<file path="config.mk">
export PLATFORM = sky130hd
export DESIGN_NAME = dsfa_jobq
export DESIGN_NICKNAME = d
export VERILOG_FILES = /design/src/design/dust_sensor_frame_average_unit_macros.svh /design/src/design/dsfa_pkg.sv /design/src/design/dsfa_jobq.sv
export SDC_FILE = /design/constraint.sdc
export NUM_CORES = 1
export LEC_CHECK = 0
export BUFFER_PORTS_ARGS = -buffer_cell sky130_fd_sc_hd__buf_2
export CAP_MARGIN = 40
export CORE_ASPECT_RATIO = 0.6
export CORE_MARGIN = 2
export CORE_UTILIZATION = 30
export DETAILED_ROUTE_END_ITERATION = 10
export HOLD_SLACK_MARGIN = 0.03
export PLACE_DENSITY = 0.6
export SLEW_MARGIN = 40
export SYNTH_ARGS = -nofsm -noshare
export SYNTH_HDL_FRONTEND = slang
export SYNTH_SLANG_ARGS = --single-unit
export TNS_END_PERCENT = 1
</file>
<file path="constraint.sdc">
create_clock -name clk -period 3.13 [get_ports clk]
set_clock_uncertainty 0.2 [all_clocks]
set_input_delay 0 -clock clk [delete_from_list [all_inputs] [get_ports clk]]
set_output_delay 0 -clock clk [all_outputs]
set_load 0.02 [all_outputs]
</file>
<file path="src/design/dust_sensor_frame_average_unit_macros.svh">
// Assertion helpers for the file that checks the frame average unit.
`ifndef DUST_SENSOR_FRAME_AVERAGE_UNIT_MACROS_SVH
`define DUST_SENSOR_FRAME_AVERAGE_UNIT_MACROS_SVH

// Same-cycle implication, checked at every rising edge outside reset.
`define DSFA_ASSERT_NOW(label, ante, cons, msg) \
  label: assert property (@(posedge clk) disable iff (!rst_n) (ante) |-> (cons)) \
    else $error(msg);

// Next-cycle implication, checked at every rising edge outside reset.
`define DSFA_ASSERT_NEXT(label, ante, cons, msg) \
  label: assert property (@(posedge clk) disable iff (!rst_n) (ante) |=> (cons)) \
    else $error(msg);

`endif

</file>
<file path="src/design/dsfa_pkg.sv">
`timescale 1ns / 1ps
package dsfa_pkg;

  // Ring geometry. The average is a shift, so the depth is a power of two.
  localparam int RING_DEPTH = 512;
  localparam int RESET_FILL = 35;
  localparam int RING_AW    = $clog2(RING_DEPTH);
  localparam int SUM_W      = 16 + RING_AW;

  localparam logic [7:0] HEADER_BYTE = 8'hAA;
  localparam logic [7:0] END_BYTE    = 8'hFF;

  // Piecewise gain in hundredths of the raw value.
  localparam int GAIN_SEGMENTS = 19;
  localparam int GAIN_W        = 12;
  localparam logic [15:0] GAIN_LIMIT [GAIN_SEGMENTS-1] = '{
    16'd1, 16'd2, 16'd3, 16'd4, 16'd6, 16'd8, 16'd10, 16'd12, 16'd15, 16'd19,
    16'd25, 16'd35, 16'd50, 16'd75, 16'd100, 16'd150, 16'd285, 16'd485
  };
  localparam logic [GAIN_W-1:0] GAIN_HUND [GAIN_SEGMENTS] = '{
    12'd3500, 12'd2000, 12'd1500, 12'd1125, 12'd1000, 12'd760, 12'd650, 12'd625,
    12'd620, 12'd562, 12'd500, 12'd488, 12'd450, 12'd329, 12'd250, 12'd167,
    12'd100, 12'd70, 12'd60
  };

  // The largest gain product is 65535 * 60, which stays below 2^22.
  localparam int PROD_W = 22;
  // Division by 100 as a multiplication: ceil(2^28 / 100). It is exact for
  // every product below 2^22 because 44 * 2^22 stays below 2^28.
  localparam int RECIP_W     = 22;
  localparam int RECIP_SHIFT = 28;
  localparam logic [RECIP_W-1:0] RECIP_100 = 22'd2684355;

  localparam int JOBQ_DEPTH = 2;
  localparam int OUTQ_DEPTH = 4;

  typedef enum logic [1:0] {
    ST_STORED = 2'd0,
    ST_BAD    = 2'd1,
    ST_ZERO   = 2'd2
  } status_t;

  typedef enum logic [2:0] {
    FP_HUNT = 3'd0,
    FP_VHI  = 3'd1,
    FP_VLO  = 3'd2,
    FP_RHI  = 3'd3,
    FP_RLO  = 3'd4,
    FP_CSUM = 3'd5,
    FP_END  = 3'd6
  } fpos_t;

  typedef struct packed {
    status_t     status;
    logic [15:0] raw;
  } job_t;

  typedef struct packed {
    status_t     status;
    logic [15:0] raw;
    logic [15:0] scaled;
    logic [15:0] avg;
  } res_t;

  function automatic logic [GAIN_W-1:0] gain_of(input logic [15:0] raw);
    logic [GAIN_W-1:0] g;
    g = GAIN_HUND[GAIN_SEGMENTS-1];
    for (int i = GAIN_SEGMENTS - 2; i >= 0; i--) begin
      if (raw <= GAIN_LIMIT[i]) g = GAIN_HUND[i];
    end
    return g;
  endfunction

endpackage

</file>
<file path="src/design/dsfa_jobq.sv">
`timescale 1ns / 1ps
module dsfa_jobq import dsfa_pkg::*; (
  input  logic clk,
  input  logic rst_n,
  input  logic push,
  input  job_t push_job,
  output logic full,
  input  logic pop,
  output job_t head,
  output logic empty
);

  localparam int AW = $clog2(JOBQ_DEPTH);
  localparam int CW = $clog2(JOBQ_DEPTH + 1);

  job_t          mem_r [JOBQ_DEPTH];
  logic [AW-1:0] wr_ptr_r, rd_ptr_r;
  logic [CW-1:0] count_r;
  logic          do_push, do_pop;

  assign full    = (count_r == CW'(JOBQ_DEPTH));
  assign empty   = (count_r == '0);
  assign head    = mem_r[rd_ptr_r];
  assign do_push = push && !full;
  assign do_pop  = pop && !empty;

  always_ff @(posedge clk) begin
    if (do_push) mem_r[wr_ptr_r] <= push_job;
  end

  always_ff @(posedge clk) begin
    if (!rst_n) begin
      wr_ptr_r <= '0;
      rd_ptr_r <= '0;
      count_r  <= '0;
    end else begin
      if (do_push) begin
        wr_ptr_r <= (wr_ptr_r == AW'(JOBQ_DEPTH - 1)) ? '0 : wr_ptr_r + 1'b1;
      end
      if (do_pop) begin
        rd_ptr_r <= (rd_ptr_r == AW'(JOBQ_DEPTH - 1)) ? '0 : rd_ptr_r + 1'b1;
      end
      if (do_push && !do_pop) count_r <= count_r + 1'b1;
      else if (do_pop && !do_push) count_r <= count_r - 1'b1;
    end
  end

endmodule

</file>
After elaboration in Yosys (flattened, before gate mapping):

Memories as Yosys holds them, arrays and structs flattened. A register that Yosys moved wholly into a read port is not among the register bits.
Index checks and enable logic that the tools add are counted.

* word-level logic and storage cells: 27
* memory bits (writable): 36
* register bits: 4
* output and inout bits: 20
* memories kept: 1

Memory list
* mem_r: words 2, bits a word 18, rd ports 1, clocked after Yosys merged registers in 1, write ports 1, RTL line dsfa_jobq.sv:16 `job_t mem_r [JOBQ_DEPTH];`

* add/subtract/negate cells: 4
* eq/ne operators: 1
* muxes and demuxes: 8
* reductions and logical operators: 10

Operator list (number)
* 2-to-1 mux 1 bit: 6
* logical AND 1 bit: 4
* logical NOT 1 bit: 4
* 2-to-1 mux 2 bit: 2
* adder 1 bit (second input constant): 2
* adder 2 x 1 -> 2 bit (second input constant): 1
* == test 2 bit (second input constant): 1
* logical NOT 2 bit: 1
* nonzero test 2 bit: 1
* subtractor 2 x 1 -> 2 bit (second input constant): 1

Longest topological paths before layout:

Gate-level depths: netlist (run 1).

* depth in word-level cells: 7
* gate-level depth with buffers: 7
* mapped depth without buffers: 7

Worst setup path after synthesis (run 1):

No wires, ideal clock.

* kind: reg2reg
* start point: register count_r[0]
* end point: memory mem_r[0][0] (netlist name), enable pin
* data required time: 2.538 ns
* stages on the path, launching flop included: 4
* path buffers: 0
* path slack: 1.145 ns
* data arrival time: 1.394 ns
* path through: dfxtp_1 > nand2b_1 > inv_2 > nor3_2

* cells in the longest elaborated chain, start to end: 5

Ends and longest elaborated chain
* start: declaration: RTL line dsfa_jobq.sv:18 `logic [CW-1:0] count_r;`
* start signal: assignment: RTL line dsfa_jobq.sv:43 `if (do_push && !do_pop) count_r <= count_r + 1'b1;`
* start signal: assignment: RTL line dsfa_jobq.sv:44 `else if (do_pop && !do_push) count_r <= count_r - 1'b1;`
* == test 2 bit: RTL line dsfa_jobq.sv:21 `assign full = (count_r == CW'(JOBQ_DEPTH));`
* named net full: RTL line dsfa_jobq.sv:7 `output logic full,`
* logical NOT 1 bit: RTL line dsfa_jobq.sv:24 `assign do_push = push && !full;`
* logical AND 1 bit: RTL line dsfa_jobq.sv:24
* 2-to-1 mux 1 bit: RTL line dsfa_jobq.sv:28 `if (do_push) mem_r[wr_ptr_r] <= push_job;`
* 2-to-1 mux 1 bit (not written as such): RTL line dsfa_jobq.sv:28
* end: declaration: RTL line dsfa_jobq.sv:16

The timed path passes the listed nets, and every way through them passes these cells.

Worst setup path in the final report (run 1):

* start point: register count_r[0]
* end point: memory mem_r[0][9] (netlist name), enable pin

* cells in the longest elaborated chain, start to end: 5

Ends and longest elaborated chain (RTL line)
* == test 2 bit: dsfa_jobq.sv:21
* logical NOT 1 bit: dsfa_jobq.sv:24
* logical AND 1 bit: dsfa_jobq.sv:24
* 2-to-1 mux 1 bit: dsfa_jobq.sv:28
* 2-to-1 mux 1 bit (not written as such): dsfa_jobq.sv:28

No other way between the ends.

==> summary.md, run 1 <==
• **Layout Nets** 173
• **Residual DRC** 0
• **top_reg_cell synth** edfxtp_1
• **Overflow after GRT** 0
• **width of the die** 96.2 um
• **Final Hold Fails** 0
• **Post-CTS Repair Setup Buffers** 0
• **number of antenna violations at the first check in global routing** 0
• **Power Dens Cells** 765 nW/um^2
• **Placed Cells incl. Taps** 187
• **register bit total from synthesis** 41
• **type of element launching the critical path** flip-flop
• **number of CTS-inserted buffers** 5
• **wire length of the first global-routing pass** 4.20 mm
• **max-capacitance violation count** 0
• **vias per std cell** 4.15
• **FMAX** 487 MHz
• **DRT antenna net count** 0
• **outcome** complete, no violations
• **routed wire length** 2.80 mm
• **largest net degree at the start of global routing** 19
• **most common library cell in the layout ignoring fill and taps** buf_2
• **# port buffers** 41
• **total via count in the routed design** 900
• **final HPWL from detailed placement** 1.92 mm
• **Yosys cell types** 21
• **yosys warns** 0
• **Root Driver** clkbuf_8
• **CP Class** flip-flop to flip-flop
• **clock transition at the registers of the reported paths** 70 ps
• **GRT Util Overall** 10.6%
• **final instance area** 2140 um^2
• **number of pins exceeding their max-slew limit in the final report** 0
• **H-tree level count** 2
• **post-placement worst setup slack** 1070 ps
• **Design Power** 1.64 mW
• **antenna cell count** 0
• **clock tree from TritonCTS** done
• **1st-iter DRT viols** 51
• **Post-Route Hold Slack** 241 ps
• **share of layout cells above drive strength 1** 46.4%
• **Tightest Hold Check Type** input pin to flip-flop
• **synthesized area per cell** 18.9 um^2
• **final worst path period share** 65.6%
• **Sink Count** 41
• **post-synthesis cell area** 1530 um^2
• **PnR worst setup slack** 1080 ps
• **Die Span Y** 59.3 um
• **worst slew margin relative to its limit** 50.8%
• **number of enable flip-flop cells after synthesis** 36
• **register area share after synthesis** 77.2%
• **IR drop worst, VDD** 0.198 mV
• **placer congestion estimate** 0.711
• **data arrival time at the worst-slack endpoint** 1850 ps
• **Worst setup EP type** flip-flop
• **critical path fanouts, max** 10
• **sum of negative setup slack** 0 ps
• **Post-Syn Nets** 104
• **number of buffers on the longest clock path** 2
• **post-detailed-placement cell area** 1810 um^2
• **CP Data Required Time** 2920 ps
• **shortest period the worst path allows** 2050 ps
• **layout-stage area growth over the synthesis result** 40.0%
• **Initial DRT Pass Iterations** 4
• **average detailed-routed wire length per instance** 12.9 um
• **via count of the first global-routing pass** 893
• **post-route non-filler standard cell count** 217
• **DIE AREA** 5710 um^2
• **count of pins on the block boundary** 42
• **Floorplan Core Area** 4980 um^2
• **final core utilization** 43.0%
• **final setup violating endpoints** 0
• **site row count** 20
• **count of mapped cells out of synthesis** 81
• **highest-count cells in the layout ignoring fill and taps** 41 x buf_2, 36 x edfxtp_1, 22 x dlygate4sd3_1
• **clock insertion delay at the later pin of the skew report** 280 ps
• **initial core utilization** 30.7%
• **async set-reset flop share out of synthesis** 0%
• **leakage power figure** 0.818 nW
• **RSZ-0062 raised after global routing** false
• **slew at the pin with the worst max-slew slack** 734 ps
[logic make-up after synthesis]
family / after synthesis / synth area share (%)
xor gates and xnor gates: 3 / 1.72
AOI/OAI and AO/OA: 5 / 2.13
adders and majority gates: 1 / 0.818
and+or+nand+nor: 9 / 3.60
buffers and inverters: 4 / 1.31
DFF: 41 / 77.2
muxes: 18 / 13.2
[Yosys cell counts, types with 2 or more instances]
master | number | share of area [%]
and2_1 | 3 | 1.2
dfxtp_1 | 5 | 6.5
edfxtp_1 | 36 | 71
mux2_2 | 18 | 13
nor2_1 | 2 | 0.49
xnor2_1 | 2 | 1.1
[sequential cells by signal, indices dropped and copies added, names as in the netlist, named ones only]
signal	flops
mem_r	36
wr_ptr_r	1
count_r	2
rd_ptr_r	1
[what timing repair did]
action                    4_1_cts  5_1_grt
hold endpoints to repair       41        0
hold buffers                   22        0
gates resized for setup         0        0
[path summary, 6_finish.rpt]
check | from | endpoint | slack [ps] | depth (start not counted)
max | count_r[0] | mem_r[0][9] | 1080 | 4
min | push_job[10] | mem_r[0][10] | 240 | 2
max reg2reg | count_r[0] | mem_r[0][9] | 1080 | 4
min reg2reg | count_r[1] | count_r[1] | 330 | 2
[where the power goes]
| part | leakage (nW) | switching, mW | internal (mW) |
|---|---|---|---|
| sequential | 0.378 | 0.0611 | 0.693 |
| clock | 0.0528 | 0.164 | 0.235 |
| combinational | 0.387 | 0.260 | 0.224 |
| total | 0.818 | 0.486 | 1.15 |
[per-layer routing]
metal	global-route usage [%]	wire [um]	vias to the layer above
met3	3.56	157	5
met5	0	0	-
li1	-	-	440
met4	5.51	53	0
met2	17.1	1310	27
met1	12.7	1270	428
[critical path: stages, from the launching register on]
cell and delay (ps):
dfxtp_1 420, nand2b_1 200, inv_2 70, nor3_2 560
buf_4 320
[cell type report]
cell class / instances / area (um^2)
Multi-Input combinational cell: 36 / 330
Timing Repair Buffer: 64 / 433
Clock inverter: 2 / 33.8
Inverter: 2 / 7.51
Tap cell: 66 / 82.6
Sequential cell: 41 / 1180
Fill cell: 448 / 2840
Clock buffer: 6 / 72.6
Note: power is estimated with default switching activity, not from simulation.
==> inputs of run 2 (changes only) <==
clock period = 2 ns   (was 3.13 ns; I/O delays follow)
==> summary.md, run 2 (same netlist as run 1, synthesis figures left out) <==
• **buffer and inverter count on the worst path** 1
• **Worst setup EP type** flip-flop
• **Initial DRT Pass Iterations** 4
• **antenna cell count** 0
• **Overflow after GRT** 0
• **FMAX** 559 MHz
• **clock tree from TritonCTS** done
• **sum of negative setup slack** 0 ps
• **final setup violating endpoints** 0
• **H-tree level count** 2
• **Residual DRC** 0
• **max incr delay on CP** 420 ps
• **shortest period the worst path allows** 1790 ps
• **highest-count cells in the layout ignoring fill and taps** 41 x buf_2, 36 x edfxtp_1, 21 x dlygate4sd3_1
• **number of pins exceeding their max-slew limit in the final report** 0
• **clock transition at the registers of the reported paths** 80 ps
• **final worst path period share** 89.4%
• **vias per std cell** 4.23
• **1st-iter DRT viols** 30
• **most common library cell in the layout ignoring fill and taps** buf_2
• **Sink Count** 41
• **critical path fanouts, max** 5
• **width of the die** 96.2 um
• **type of element launching the critical path** flip-flop
• **Placed Cells incl. Taps** 189
• **clock insertion delay at the later pin of the skew report** 290 ps
• **Power Dens Cells** 1200 nW/um^2
• **total via count in the routed design** 922
• **layout-stage area growth over the synthesis result** 40.7%
• **# port buffers** 41
• **Floorplan Core Area** 4980 um^2
• **CP Class** flip-flop to flip-flop
• **leakage power figure** 0.823 nW
• **share of layout cells above drive strength 1** 47.4%
• **final core utilization** 43.2%
• **initial core utilization** 30.7%
• **number of CTS-inserted buffers** 5
• **Tightest Hold Check Type** input pin to flip-flop
• **most flop-heavy register** mem_r
• **final HPWL from detailed placement** 1.78 mm
• **Layout Nets** 174
• **final instance area** 2150 um^2
• **Max stage delay cell, worst path** dfxtp_1
• **Worst path top cell family by delay** simple AND/OR/NAND/NOR gates
• **number of antenna violations at the first check in global routing** 0
• **data arrival time at the worst-slack endpoint** 1810 ps
• **routed wire length** 2.70 mm
• **via count of the first global-routing pass** 937
• **Die Span Y** 59.3 um
• **worst path cell trace** nand2b_1, inv_2, nor2_1, ha_1, or3_1, a21boi_1
• **average detailed-routed wire length per instance** 12.4 um
• **GRT Util Overall** 10.4%
• **post-route non-filler standard cell count** 218
• **wire length of the first global-routing pass** 4.17 mm
• **number of buffers on the longest clock path** 2
• **site row count** 20
• **Root Driver** clkbuf_8
• **slew at the pin with the worst max-slew slack** 264 ps
• **Largest register FFs** 36
• **worst slew margin relative to its limit** 82.4%
• **DIE AREA** 5710 um^2
• **cells resized by post-CTS repair** 0
• **RSZ-0062 raised after global routing** false
• **largest registers** mem_r x36, count_r x2
• **largest net degree at the start of global routing** 20
• **placer congestion estimate** 0.598
• **IR drop worst, VDD** 0.445 mV
• **post-detailed-placement cell area** 1830 um^2
• **max-capacitance violation count** 0
• **count of pins on the block boundary** 42
• **CP Data Required Time** 2020 ps
• **outcome** complete, no violations
• **DRT antenna net count** 0
• **Final Hold Fails** 0
[run 2: cell count changes in the layout (fill, tap and decap cells not counted)]
cell and delta:
buf_4 +2, clkbuf_1 -1, dlygate4sd3_1 -1, clkinv_1 -1, clkinv_4 +1, and3_1 +1
and3_2 -1, clkinvlp_4 +1, dfxtp_1 +1, dfxtp_2 -1
[run 2: area by class of cell]
cell class / instances / area, um^2
Inverter: 2 / 7.51
Multi-Input combinational cell: 36 / 329
Tap cell: 66 / 82.6
Fill cell: 464 / 2830
Sequential cell: 41 / 1180
Clock inverter: 3 / 46.3
Timing Repair Buffer: 65 / 438
Clock buffer: 5 / 68.8
[run 2: per-stage QoR]
| step | power, mW | setup slack [ps] | hold slack [ps] |
|---|---|---|---|
| after CTS | 2.64 | 203 | 212 |
| after detailed placement | 1.94 | 220 | -6.69 |
| final | 2.59 | 211 | 230 |
| after global routing | 2.72 | 115 | 226 |
| after floorplan | 1.69 | 14.7 | -101 |
| after global placement | 1.91 | 330 | -11.1 |
[run 2: worst paths after layout]
kind / from / to / slack [ps] / cells after the start
worst max-delay path: count_r[0] / count_r[1] / 210 / 6
worst min-delay path: push_job[10] / mem_r[0][10] / 230 / 2
worst max register to register: count_r[0] / count_r[1] / 210 / 6
worst min register to register: count_r[1] / count_r[1] / 360 / 2
[run 2: routing by layer]
metal / track usage [%] / routed length, um
met1: 12.3 / 1240
met2: 16.6 / 1260
met3: 3.05 / 146
met4: 7.35 / 55
met5: 0 / 0
[run 2: what timing repair did]
action / 4_1_cts / 5_1_grt
endpoints found under the hold margin: 41 / 0
setup buffers: 0 / 0
hold buffers: 21 / 0
[run 2: report_power, final]
group | switching (mW) | internal [mW] | total [mW]
Sequential | 0.0476 | 1.08 | 1.13
Clock | 0.281 | 0.373 | 0.654
Combinational | 0.460 | 0.353 | 0.812
