`src/design/dust_sensor_frame_average_unit_macros.svh`:
```
// Assertion helpers for the file that checks the frame average unit.
`ifndef DUST_SENSOR_FRAME_AVERAGE_UNIT_MACROS_SVH
`define DUST_SENSOR_FRAME_AVERAGE_UNIT_MACROS_SVH

// Same-cycle implication, checked at every rising edge outside reset.
`define DSFA_ASSERT_NOW(label, ante, cons, msg) \
  label: assert property (@(posedge clk) disable iff (!rst_n) (ante) |-> (cons)) \
    else $error(msg);

// Next-cycle implication, checked at every rising edge outside reset.
`define DSFA_ASSERT_NEXT(label, ante, cons, msg) \
  label: assert property (@(posedge clk) disable iff (!rst_n) (ante) |=> (cons)) \
    else $error(msg);

`endif

```
`src/design/dsfa_pkg.sv`:
```
`timescale 1ns / 1ps
package dsfa_pkg;

  // Ring geometry. The average is a shift, so the depth is a power of two.
  localparam int RING_DEPTH = 512;
  localparam int RESET_FILL = 35;
  localparam int RING_AW    = $clog2(RING_DEPTH);
  localparam int SUM_W      = 16 + RING_AW;

  localparam logic [7:0] HEADER_BYTE = 8'hAA;
  localparam logic [7:0] END_BYTE    = 8'hFF;

  // Piecewise gain in hundredths of the raw value.
  localparam int GAIN_SEGMENTS = 19;
  localparam int GAIN_W        = 12;
  localparam logic [15:0] GAIN_LIMIT [GAIN_SEGMENTS-1] = '{
    16'd1, 16'd2, 16'd3, 16'd4, 16'd6, 16'd8, 16'd10, 16'd12, 16'd15, 16'd19,
    16'd25, 16'd35, 16'd50, 16'd75, 16'd100, 16'd150, 16'd285, 16'd485
  };
  localparam logic [GAIN_W-1:0] GAIN_HUND [GAIN_SEGMENTS] = '{
    12'd3500, 12'd2000, 12'd1500, 12'd1125, 12'd1000, 12'd760, 12'd650, 12'd625,
    12'd620, 12'd562, 12'd500, 12'd488, 12'd450, 12'd329, 12'd250, 12'd167,
    12'd100, 12'd70, 12'd60
  };

  // The largest gain product is 65535 * 60, which stays below 2^22.
  localparam int PROD_W = 22;
  // Division by 100 as a multiplication: ceil(2^28 / 100). It is exact for
  // every product below 2^22 because 44 * 2^22 stays below 2^28.
  localparam int RECIP_W     = 22;
  localparam int RECIP_SHIFT = 28;
  localparam logic [RECIP_W-1:0] RECIP_100 = 22'd2684355;

  localparam int JOBQ_DEPTH = 2;
  localparam int OUTQ_DEPTH = 4;

  typedef enum logic [1:0] {
    ST_STORED = 2'd0,
    ST_BAD    = 2'd1,
    ST_ZERO   = 2'd2
  } status_t;

  typedef enum logic [2:0] {
    FP_HUNT = 3'd0,
    FP_VHI  = 3'd1,
    FP_VLO  = 3'd2,
    FP_RHI  = 3'd3,
    FP_RLO  = 3'd4,
    FP_CSUM = 3'd5,
    FP_END  = 3'd6
  } fpos_t;

  typedef struct packed {
    status_t     status;
    logic [15:0] raw;
  } job_t;

  typedef struct packed {
    status_t     status;
    logic [15:0] raw;
    logic [15:0] scaled;
    logic [15:0] avg;
  } res_t;

  function automatic logic [GAIN_W-1:0] gain_of(input logic [15:0] raw);
    logic [GAIN_W-1:0] g;
    g = GAIN_HUND[GAIN_SEGMENTS-1];
    for (int i = GAIN_SEGMENTS - 2; i >= 0; i--) begin
      if (raw <= GAIN_LIMIT[i]) g = GAIN_HUND[i];
    end
    return g;
  endfunction

endpackage

```
`src/design/dsfa_front.sv`:
```
`timescale 1ns / 1ps
module dsfa_front import dsfa_pkg::*; (
  input  logic       clk,
  input  logic       rst_n,
  input  logic       in_push,
  output logic       in_full,
  input  logic [7:0] in_rx_byte,
  output logic       job_push,
  output job_t       job,
  input  logic       job_full
);

  fpos_t       pos_r, pos_nxt;
  logic        accept;
  logic [7:0]  vhi_r, vlo_r, csum_r, chk_r;

  assign in_full = job_full;
  assign accept  = in_push && !job_full;

  always_comb begin
    pos_nxt = pos_r;
    case (pos_r)
      FP_HUNT: if (accept && in_rx_byte == HEADER_BYTE) pos_nxt = FP_VHI;
      FP_VHI:  if (accept) pos_nxt = FP_VLO;
      FP_VLO:  if (accept) pos_nxt = FP_RHI;
      FP_RHI:  if (accept) pos_nxt = FP_RLO;
      FP_RLO:  if (accept) pos_nxt = FP_CSUM;
      FP_CSUM: if (accept) pos_nxt = FP_END;
      FP_END:  if (accept) pos_nxt = FP_HUNT;
      default: pos_nxt = FP_HUNT;
    endcase
  end

  // The frame is classified as its end byte arrives.
  always_comb begin
    job_push   = 1'b0;
    job.raw    = {vhi_r, vlo_r};
    job.status = ST_STORED;
    case (pos_r)
      FP_END: begin
        job_push = accept;
        if (csum_r != chk_r || in_rx_byte != END_BYTE) begin
          job.status = ST_BAD;
        end else if ({vhi_r, vlo_r} == 16'd0) begin
          job.status = ST_ZERO;
        end
      end
      default: job_push = 1'b0;
    endcase
  end

  always_ff @(posedge clk) begin
    if (!rst_n) begin
      pos_r <= FP_HUNT;
    end else begin
      pos_r <= pos_nxt;
    end
  end

  // Data bytes and the running 8-bit checksum of them.
  always_ff @(posedge clk) begin
    if (accept) begin
      case (pos_r)
        FP_VHI: begin
          vhi_r  <= in_rx_byte;
          csum_r <= in_rx_byte;
        end
        FP_VLO: begin
          vlo_r  <= in_rx_byte;
          csum_r <= csum_r + in_rx_byte;
        end
        FP_RHI:  csum_r <= csum_r + in_rx_byte;
        FP_RLO:  csum_r <= csum_r + in_rx_byte;
        FP_CSUM: chk_r  <= in_rx_byte;
        default: chk_r  <= chk_r;
      endcase
    end
  end

endmodule

```
`config.mk`:
```
export PLATFORM = sky130hd
export DESIGN_NAME = dsfa_front
export DESIGN_NICKNAME = d
export VERILOG_FILES = /design/src/design/dust_sensor_frame_average_unit_macros.svh /design/src/design/dsfa_pkg.sv /design/src/design/dsfa_front.sv
export SDC_FILE = /design/constraint.sdc
export NUM_CORES = 1
export LEC_CHECK = 0
export BUFFER_PORTS_ARGS = -buffer_cell sky130_fd_sc_hd__buf_2
export CAP_MARGIN = 20
export CELL_PAD_IN_SITES_DETAIL_PLACEMENT = 1
export CELL_PAD_IN_SITES_GLOBAL_PLACEMENT = 2
export CORE_ASPECT_RATIO = 1.75
export CORE_MARGIN = 2
export CORE_UTILIZATION = 39
export CTS_CLUSTER_SIZE = 24
export DETAILED_ROUTE_END_ITERATION = 12
export GPL_TIMING_DRIVEN = 0
export PLACE_DENSITY_LB_ADDON = 0.1
export SYNTH_ARGS = -nofsm -noshare
export SYNTH_HDL_FRONTEND = slang
export SYNTH_SLANG_ARGS = --single-unit
```
`constraint.sdc`:
```
create_clock -name clk -period 3.31 [get_ports clk]
set_input_delay 0.1655 -clock clk [delete_from_list [all_inputs] [get_ports clk]]
set_output_delay 0.1655 -clock clk [all_outputs]
set_load 0.05 [all_outputs]
```
**Word-level counts from Yosys, hierarchy flattened**

Cells that the tools add are included.
W data, S select, Z words.

- $add $sub $neg: 1
- Eq/ne operators: 16
- Muxes and demuxes: 13
- Reduce and logical (&&, ||, !) cells: 13

Operators with widths:

| cell | number |
|---|---|
| $mux W3 | 7 |
| $pmux W3 S7 | 1 |
| $logic_not A16 Y1 | 1 |
| $pmux W8 S2 | 1 |
| $ne A2 B2 Y1 const B | 7 |
| $eq A3 B3 Y1 const B | 3 |
| $add A8 B8 Y8 | 1 |
| $eq A8 B8 Y1 const B | 1 |
| $ne A8 B8 Y1 | 1 |
| $ne A8 B8 Y1 const B | 1 |
| $reduce_and A2 Y1 | 4 |
| $reduce_and A7 Y1 | 1 |
| $eq A3 B2 Y1 const B | 2 |
| $mux W2 | 3 |
| $eq A3 B1 Y1 const B | 1 |
| $logic_not A3 Y1 | 1 |
| $reduce_or A3 Y1 | 1 |
| $logic_and A1 B1 Y1 | 2 |
| $reduce_bool A2 Y1 | 1 |
| $logic_not A1 Y1 | 1 |
| $logic_or A1 B1 Y1 | 1 |
| $mux W1 | 1 |

- Flip-flop bits (word level): 35
- Bits of input ports: 12
- Output and inout bits: 20

**Depth between registers and ports, before layout**

Gate-level depths: netlist (run 1).

- Depth in word-level cells: 5
- Depth in mapped cells: 8
- Mapped depth without buffers: 8

**Worst setup path before layout (run 1)**

OpenSTA, ideal clock, no wires.

- Path kind: reg-to-output
- Start: reg vlo_r[0]
- End: out job[17] (netlist bit)
- Data arrival time: 2.436 ns
- Data required time: 3.144 ns
- Setup slack: 0.708 ns
- Stages on the path, launching flop included: 5
- Buffers on the path: 0
- Cells stage by stage: edfxtp_1 > or4_1 > nor3_1 > nand4_1 > nor3_1

RTL lines:

| element | RTL line | text |
|---|---|---|
| start, declared | dsfa_front.sv:15 | `logic [7:0] vhi_r, vlo_r, csum_r, chk_r;` |
| start signal, assigned | dsfa_front.sv:69 | `vlo_r <= in_rx_byte;` |
| end, declared | dsfa_front.sv:9 | `output job_t job,` |

**Worst setup path in the final report (run 1)**

- Start: reg csum_r[0]
- End: reg csum_r[6] (data pin)

- Cells in the longest elaborated chain, start to end: 2

Ends and longest elaborated chain:

| element | RTL line | text |
|---|---|---|
| start, declared | dsfa_front.sv:15 |  |
| start signal, assigned | dsfa_front.sv:66 | `csum_r <= in_rx_byte;` |
| start signal, assigned | dsfa_front.sv:70 | `csum_r <= csum_r + in_rx_byte;` |
| start signal, assigned | dsfa_front.sv:72 | `FP_RHI: csum_r <= csum_r + in_rx_byte;` |
| $add A8 B8 Y8 | dsfa_front.sv:70, dsfa_front.sv:72, dsfa_front.sv:73 |  |
| $pmux W8 S2 | dsfa_front.sv:63 | `case (pos_r)` |

Every way passes these cells.
A chain may end at the register's enable or synchronous reset.

==> reports/metrics.cfg, run 1 <==
[layout]
fin_area_um2 = 2086
drive_gt1_share_pct = 25.53
syn_to_final_growth_pct = 19.41
final_nets = 207
final_cell_mix = buf_2 (35), edfxtp_1 (32), nand2_1 (12)
antenna-diode-count = 0
final_common_cell = buf_2

[yosys]
ys_warn_count = 0
syn_area_um2 = 1747
synthCells = 147
yosysSeqAreaShare_pct = 58.45
ys_ff_latch = 35
synth.top_cell.area_share_pct = 55.01
syn_area_per_cell_um2 = 11.88
synthTopCellsByArea = edfxtp_1 (55%), ha_1 (5.0%), xnor2_1 (4.0%)
yosysUniqueCellTypes = 34
yosysTopAreaCell = edfxtp_1
syn-num-nets = 167

[clock_tree]
cts_tree = built
clockBufferDepth = 2
root_buffer = clkbuf_8
path_clk_slew_ps = 70
cts_inserted_buffers = 5
cts-htree-levels = 2
ctsResizeCount = 0
clk_latency_ps = 280
post-cts-setup-buffers = 0
holdBufCountCts = 0
cts.sinks = 35

[timing]
fin_tns_setup_ps = 0
period_minus_slack_ps = 2155
slew_viol_final = 0
post-route-period-util_pct = 65.09
slew_headroom_pct = 50.98
rsz0062_at_grt = no
max_freq_mhz = 464.1
tightest_slew_ps = 732.6
hold_viol_final = 0
clock_skew_ps = 3.445
setup_viol = 0

[job]
cap_violations = 0

[die]
rows = 32
die_w_um = 54.59
die_h_um = 92.53
die_area_um2 = 5051
initial_core_util_pct = 40.02
core-area_um2 = 4364
io_pins = 32

[drt]
initialDrtViolationCount = 39
ant_nets = 0
firstDrtPassIters = 4
post_drt_wl_per_cell_um = 16.79
viasPerCell = 5.377
drc_errors = 0
wirelength_um = 4014
num_vias = 1285

[worst_setup_path]
r2r_setup_slack_ps = 1160
crit_fanout = 3
worstPathRequired_ps = 3340
critical_path_class = register to register
endpoint_kind = register
worstSetupStartpointType = register
critPathArrivalTime_ps = 2180

[outcome]
status = finished clean

[grt]
grt_overflow = 0
first_global_vias = 1381
grt_first_pass_wirelength_um = 6548
antenna_found_initial = 0
grtUsageTotal_pct = 18.31
grt_max_degree = 12

[min_path]
hold_class = input port to register

[power]
p_sw_mw = 0.1768
switching_share_pct = 19.68
power_frac_comb_pct = 5.7
internal-power_mw = 0.7216
sequentialPowerShare_pct = 53.6
clock_power_share_pct = 40.7
power_density_nw_per_um2 = 430.7
p_total_mw = 0.8983
leakage_nw = 0.7825
ir_worst_vdd_mv = 0.2803

[place]
place.gp.congestion = 0.7123
io_buffers = 31
placed_area_um2 = 1971
dp_hpwl_um = 3286

-- layer usage --
metal  track usage, %  wire length, um
met1            18.35             1389
met2            33.93             2337
met3            4.032              178
met4            6.875              109
met5                0                0
-- cell type report --
type	count	area (um2)
fillers	501	2278
clock inverters	3	38.79
repair buffers	33	167.7
flip-flops and latches	35	1021
plain buffers	4	22.52
well taps	51	63.81
inverters	6	22.52
clock buffers	5	68.82
multi-input cells	102	680.7
-- cell usage after synthesis (all sizes together) --
cell type / count
xor2: 5
a21boi: 1
a2bb2oi: 1
and2: 1
dfxtp: 3
a22oi: 1
nor3: 8
nand2b: 3
a21oi: 6
or4: 3
nor3b: 2
o21ai: 8
nor2b: 5
nand2: 12
o221a: 1
o31ai: 1
nor4b: 1
xnor2: 8
ha: 7
fa: 1
edfxtp: 32
nand4: 4
mux2: 1
o21bai: 1
nor4: 3
mux2i: 1
o2111ai: 1
buf: 4
nor2: 11
nand3: 5
inv: 6
-- flip-flops by register name, summed over array words and instances (netlist names) --
register  cells
chk_r         8
vhi_r         8
pos_r         3
vlo_r         8
csum_r        8
-- metrics by stage --
step	std cells	setup slack, ps	util, %	hold slack [ps]
after floorplan	147	708.2	-	264.4
after detailed placement	230	1107	45.15	416.7
after global placement	229	1235	45.04	411.6
after CTS	238	1088	47.62	123.0
after global routing	239	949.7	47.79	147.0
final	239	1155	47.79	129.2
-- cells by family (layout without fill, tap and decap cells) --
family,count (synthesis),count (layout),share of synthesized area [%]
multiplexers,2,2,1.218
buffers and inverters,10,51,2.579
AND/OR/NAND/NOR,58,58,17.48
adder cells (fa/ha/maj),8,8,6.160
flip-flops,35,35,58.45
AO/OA/AOI/OAI,21,21,7.594
XOR/XNOR,13,13,6.519
-- final timing paths --
path,start,end,cells after the start
worst max-delay path,csum_r[0],csum_r[6],8
worst min-delay path,rst_n,pos_r[2],2
worst max register to register,csum_r[0],csum_r[6],8
worst min register to register,pos_r[0],pos_r[0],3
-- power by group through the flow --
| stage | Sequential, mW | Clock, mW | Combinational, mW |
|---|---|---|---|
| after detailed placement | 0.491 | 0 | 0.0515 |
| after floorplan | 0.491 | 0 | 0.0283 |
| final | 0.482 | 0.365 | 0.0513 |
| after global placement | 0.491 | 0 | 0.0493 |
| after CTS | 0.481 | 0.372 | 0.0520 |
| after global routing | 0.481 | 0.390 | 0.0584 |
-- worst max-delay path: stages (launching register included) --
cell and delay, ps:
edfxtp_1 370, ha_1 210, inv_1 60, fa_1 410, nor2b_1 130, o21ai_0 110
a21boi_0 360, or4_1 180, nand3_1 70
Note: power is estimated with default switching activity, not from simulation.
==> inputs of run 2 (changes only) <==
--- a/config.mk
+++ b/config.mk
@@ -11,7 +11,7 @@
 export CELL_PAD_IN_SITES_GLOBAL_PLACEMENT = 2
 export CORE_ASPECT_RATIO = 1.75
 export CORE_MARGIN = 2
-export CORE_UTILIZATION = 39
+export CORE_UTILIZATION = 32
 export CTS_CLUSTER_SIZE = 24
 export DETAILED_ROUTE_END_ITERATION = 12
 export GPL_TIMING_DRIVEN = 0
==> constraint.sdc (replaced) <==
create_clock -name clk -period 1.9 [get_ports clk]
set_input_delay 0.095 -clock clk [delete_from_list [all_inputs] [get_ports clk]]
set_output_delay 0.095 -clock clk [all_outputs]
set_load 0.05 [all_outputs]
==> run 2 against run 1 <==
Against the previous run:
- the flow now finishes with violations (setup timing)
- register-to-register slack got worse by 1200 ps
- die area rose by 21%
- clock skew rose by 1.1 ps
- total power rose by 96%
- count of clock-buffer cells in the layout did not move
- flip-flop and latch count did not move
- final area rose by 10%
- sequential share of layout area fell by 4.5 points
- non-clock buffer count rose by 3
- critical path type is now register to output pin
- largest cell class unchanged
==> reports/metrics.cfg, run 2 (synthesis results as in run 1) <==
[clock_tree]
holdBufCountCts = 0
clk_latency_ps = 290
cts_tree = built
root_buffer = clkbuf_8
cts-htree-levels = 2
clockBufferDepth = 2
cts_inserted_buffers = 5
path_clk_slew_ps = 70
cts.sinks = 35

[grt]
antenna_found_initial = 0
grt_overflow = 0
grtUsageTotal_pct = 15.88
grt_max_degree = 13
grt_first_pass_wirelength_um = 6996
first_global_vias = 1342

[drt]
viasPerCell = 5.236
num_vias = 1288
initialDrtViolationCount = 38
post_drt_wl_per_cell_um = 17.94
wirelength_um = 4414
firstDrtPassIters = 3
ant_nets = 0
drc_errors = 0

[timing]
whs_ps = 61.11
hold_viol_final = 0
setup_ws_ps = -49.26
fin_tns_setup_ps = -49.26
max_freq_mhz = 513.0
period_minus_slack_ps = 1949
rsz0062_at_grt = yes
tightest_slew_ps = 664.7
clock_skew_ps = 4.546
slew_viol_final = 0
slew_headroom_pct = 55.52
setup_viol = 1
post-route-period-util_pct = 102.6

[power]
leakage_nw = 0.8299
p_total_mw = 1.761
ir_worst_vdd_mv = 0.4408
power_density_nw_per_um2 = 767.2

[place]
post-place-ws_ps = -213.2
place.gp.congestion = 0.7362
placed_area_um2 = 1987
io_buffers = 31
placedCellCount = 234
dp_hpwl_um = 3424

[min_path]
hold_class = input port to register

[layout]
drive_gt1_share_pct = 37.70
fin_area_um2 = 2295
final_cell_mix = buf_2 (33), edfxtp_1 (32), nand2_1 (12)
final_nets = 210
antenna-diode-count = 0
final_common_cell = buf_2
final_core_util_pct = 43.67
layoutNonFillerInstCount = 246
syn_to_final_growth_pct = 31.38

[worst_setup_path]
worstPathRequired_ps = 1800
crit_fanout = 2
critical_path_class = register to output pin
critPathArrivalTime_ps = 1850
endpoint_kind = output pin
worstSetupStartpointType = register

[die]
core-area_um2 = 5255
initial_core_util_pct = 33.24
die_w_um = 59.85
die_h_um = 101.7
rows = 35
die_area_um2 = 6089
io_pins = 32

[outcome]
violations = setup timing
status = finished, violations left

[job]
cap_violations = 0

run 2: repair_timing:
item,in CTS,in global routing
gates resized for setup,14,14
buffers inserted,0,3
pin swaps,2,7
endpoints found under the setup margin,12,12
gates cloned,0,0
hold endpoints to repair,0,0
run 2: power by group:
part	internal (mW)	leakage, nW	total (mW)	switching [mW]
Clock	0.523	0.0644	0.812	0.289
Sequential	0.838	0.312	0.838	0.000100
Combinational	0.0469	0.454	0.110	0.0633
Total	1.41	0.830	1.76	0.352
run 2: critical path, cell delays in order (launching register included):
cell and delay (ps):
edfxtp_1 400, or4_4 560, nor3_4 130, nand4_1 150, nor3_4 150, buf_6 180
run 2: worst paths after layout:
| kind | from | to | slack, ps | depth (start not counted) |
|---|---|---|---|---|
| max | vlo_r[0] | job[17] | -50 | 5 |
| min | rst_n | pos_r[0] | 60 | 3 |
| max reg2reg | csum_r[2] | csum_r[7] | 0 | 6 |
| min reg2reg | pos_r[0] | pos_r[0] | 700 | 3 |
run 2: metal layers:
metal	track usage [%]	up-vias	wire [um]
met3	2.682	5	140
met5	0	-	0
li1	-	628	-
met4	5.641	0	63
met2	29.93	26	2570
met1	16.94	629	1639
run 2: cell type report:
class	count	area, um2
plain buffers	4	22.52
flip-flops and latches	35	1021
multi-input cells	102	824.5
clock buffers	5	68.82
inverters	6	22.52
repair buffers	36	198.9
fillers	572	2960
well taps	55	68.82
clock inverters	3	67.56
==> inputs of run 3 (changes only) <==
==> constraint.sdc (replaced) <==
create_clock -name clk -period 1.9 [get_ports clk]
set_input_delay 0.095 -clock clk [delete_from_list [all_inputs] [get_ports clk]]
set_output_delay 0.095 -clock clk [all_outputs]
set_load 0.01 [all_outputs]
==> run 3 against run 2 <==
Against the previous run:
- the flow still finishes with violations (setup timing)
- register-to-register slack barely moved
- critical path depth rose by 3
- maximum frequency rose by 2.1%
- worst setup slack improved by 39 ps
- global-route usage rose by 0.30 points
- core utilization fell by 0.43 points
- sequential share of layout area rose by 0.44 points
- count of clock-buffer cells in the layout did not move
- via count rose by 3.6%
- combinational power barely moved
- final area fell by 0.98%
- first-iteration DRC count fell by 13%
- critical path type is now register to register
==> reports/metrics.cfg, run 3 (synthesis results as in run 1) <==
[clock_tree]
clk_latency_ps = 290
root_buffer = clkbuf_8
cts-htree-levels = 2
cts_inserted_buffers = 5
clockBufferDepth = 2
cts.sinks = 35
cts_tree = built
holdBufCountCts = 0
path_clk_slew_ps = 70

[place]
placed_area_um2 = 1976
io_buffers = 31
dp_hpwl_um = 3389
place.gp.congestion = 0.7374
post-place-ws_ps = -227.2

[drt]
drc_errors = 0
viasPerCell = 5.361
num_vias = 1335
wirelength_um = 4505
firstDrtPassIters = 3
ant_nets = 0
initialDrtViolationCount = 33
post_drt_wl_per_cell_um = 18.09

[timing]
rsz0062_at_grt = yes
max_freq_mhz = 523.6
hold_viol_final = 0
setup_viol = 1
whs_ps = 70.09
post-route-period-util_pct = 100.5
slew_viol_final = 0
clock_skew_ps = 7.666
slew_headroom_pct = 50.16
tightest_slew_ps = 744.9
setup_ws_ps = -9.951
period_minus_slack_ps = 1910

[layout]
final_nets = 213
fillers = 597
multiInputGateArea_um2 = 817.0
fin_area_um2 = 2272
antenna-diode-count = 0
seq_area_um2 = 1021
drive_gt1_share_pct = 36.60
final_cell_mix = buf_2 (35), edfxtp_1 (32), nand2_1 (12)
final_common_cell = buf_2
syn_to_final_growth_pct = 30.09

[power]
power_density_nw_per_um2 = 706.8
leakage_nw = 0.8349
ir_worst_vdd_mv = 0.2611
clock_power_share_pct = 41.0
switching_share_pct = 20.90
p_sw_mw = 0.3356
sequentialPowerShare_pct = 52.2
power_frac_comb_pct = 6.8
internal-power_mw = 1.270

[die]
io_pins = 32
die_h_um = 101.7
core-area_um2 = 5255
initial_core_util_pct = 33.24
die_w_um = 59.85
rows = 35
die_area_um2 = 6089

[outcome]
status = finished, violations left
violations = setup timing

[worst_setup_path]
r2r_cells = 8
critPathArrivalTime_ps = 2060
crit_start = csum_r[0]
worstReg2RegStart = csum_r[0]
worstSetupEndpoint = csum_r[6]
worstSetupStartpointType = register
timing.rr.end = csum_r[6]
crit_fanout = 3
critical_path_class = register to register
endpoint_kind = register
r2r_setup_slack_ps = -10
worstPathRequired_ps = 2050

[grt]
antenna_found_initial = 0
grtUsageTotal_pct = 16.18
grt_overflow = 0
grt_first_pass_wirelength_um = 7086
first_global_vias = 1406
grt_max_degree = 12

[min_path]
hold_class = input port to register

[job]
cap_violations = 0

==> run 3: area by class of cell <==
class | count | share of cell area, %
sequential | 35 | 44.93
multi-input combinational | 102 | 35.96
timing repair buffer | 39 | 9.361
clock buffer | 5 | 3.029
tap | 55 | 3.029
clock inverter | 3 | 1.707
buffer | 4 | 0.9912
inverter | 6 | 0.9912
==> run 3: worst min-delay path by stage <==
stage / cells after the start / end / start / slack [ps]
finish: 3 / pos_r[0] / rst_n / 70
global route: 2 / pos_r[1] / rst_n / 70
CTS: 3 / pos_r[0] / rst_n / 70
detailed placement: 2 / pos_r[2] / rst_n / 370
global placement: 2 / pos_r[2] / rst_n / 340
floorplan: 0 / chk_r[0] / in_rx_byte[0] / 190
==> run 3: timing repair <==
action                     4_1_cts  5_1_grt
resized for setup               16        8
setup endpoints to repair        7        8
setup buffers                    2        5
pin swaps                        3        7
==> run 3: critical path: stages, from the launching register on <==
cell and delay (ps):
edfxtp_1 450, ha_4 200, inv_2 60, fa_2 210
nor2b_2 50, o21ai_2 170, a21boi_2 90, or4_1 470
nand3_1 90
==> run 3: power groups by stage <==
stage | logic (mW) | registers [mW] | clock network [mW]
detailed placement | 0.0888 | 0.856 | 0
finish | 0.109 | 0.838 | 0.658
global route | 0.122 | 0.838 | 0.701
global placement | 0.0839 | 0.856 | 0
CTS | 0.104 | 0.838 | 0.669
floorplan | 0.0459 | 0.856 | 0
==> run 3: stage by stage <==
stage	util, %	TNS, ps	power, mW	cells
floorplan	-	0	0.9019	147
CTS	41.76	-1.137	1.611	244
finish	43.24	-9.951	1.606	249
detailed placement	37.60	-801.4	0.9444	234
global route	43.24	-198.5	1.662	249
global placement	37.50	-1441	0.9396	233
==> run 3: layer usage <==
layer  GRT usage, %  wire length [um]  share of wire (%)
met5              0                 0                  0
met4          6.325               116                2.6
met3          3.448               177                3.9
met2          29.85              2590                 57
met1          17.15              1620                 36
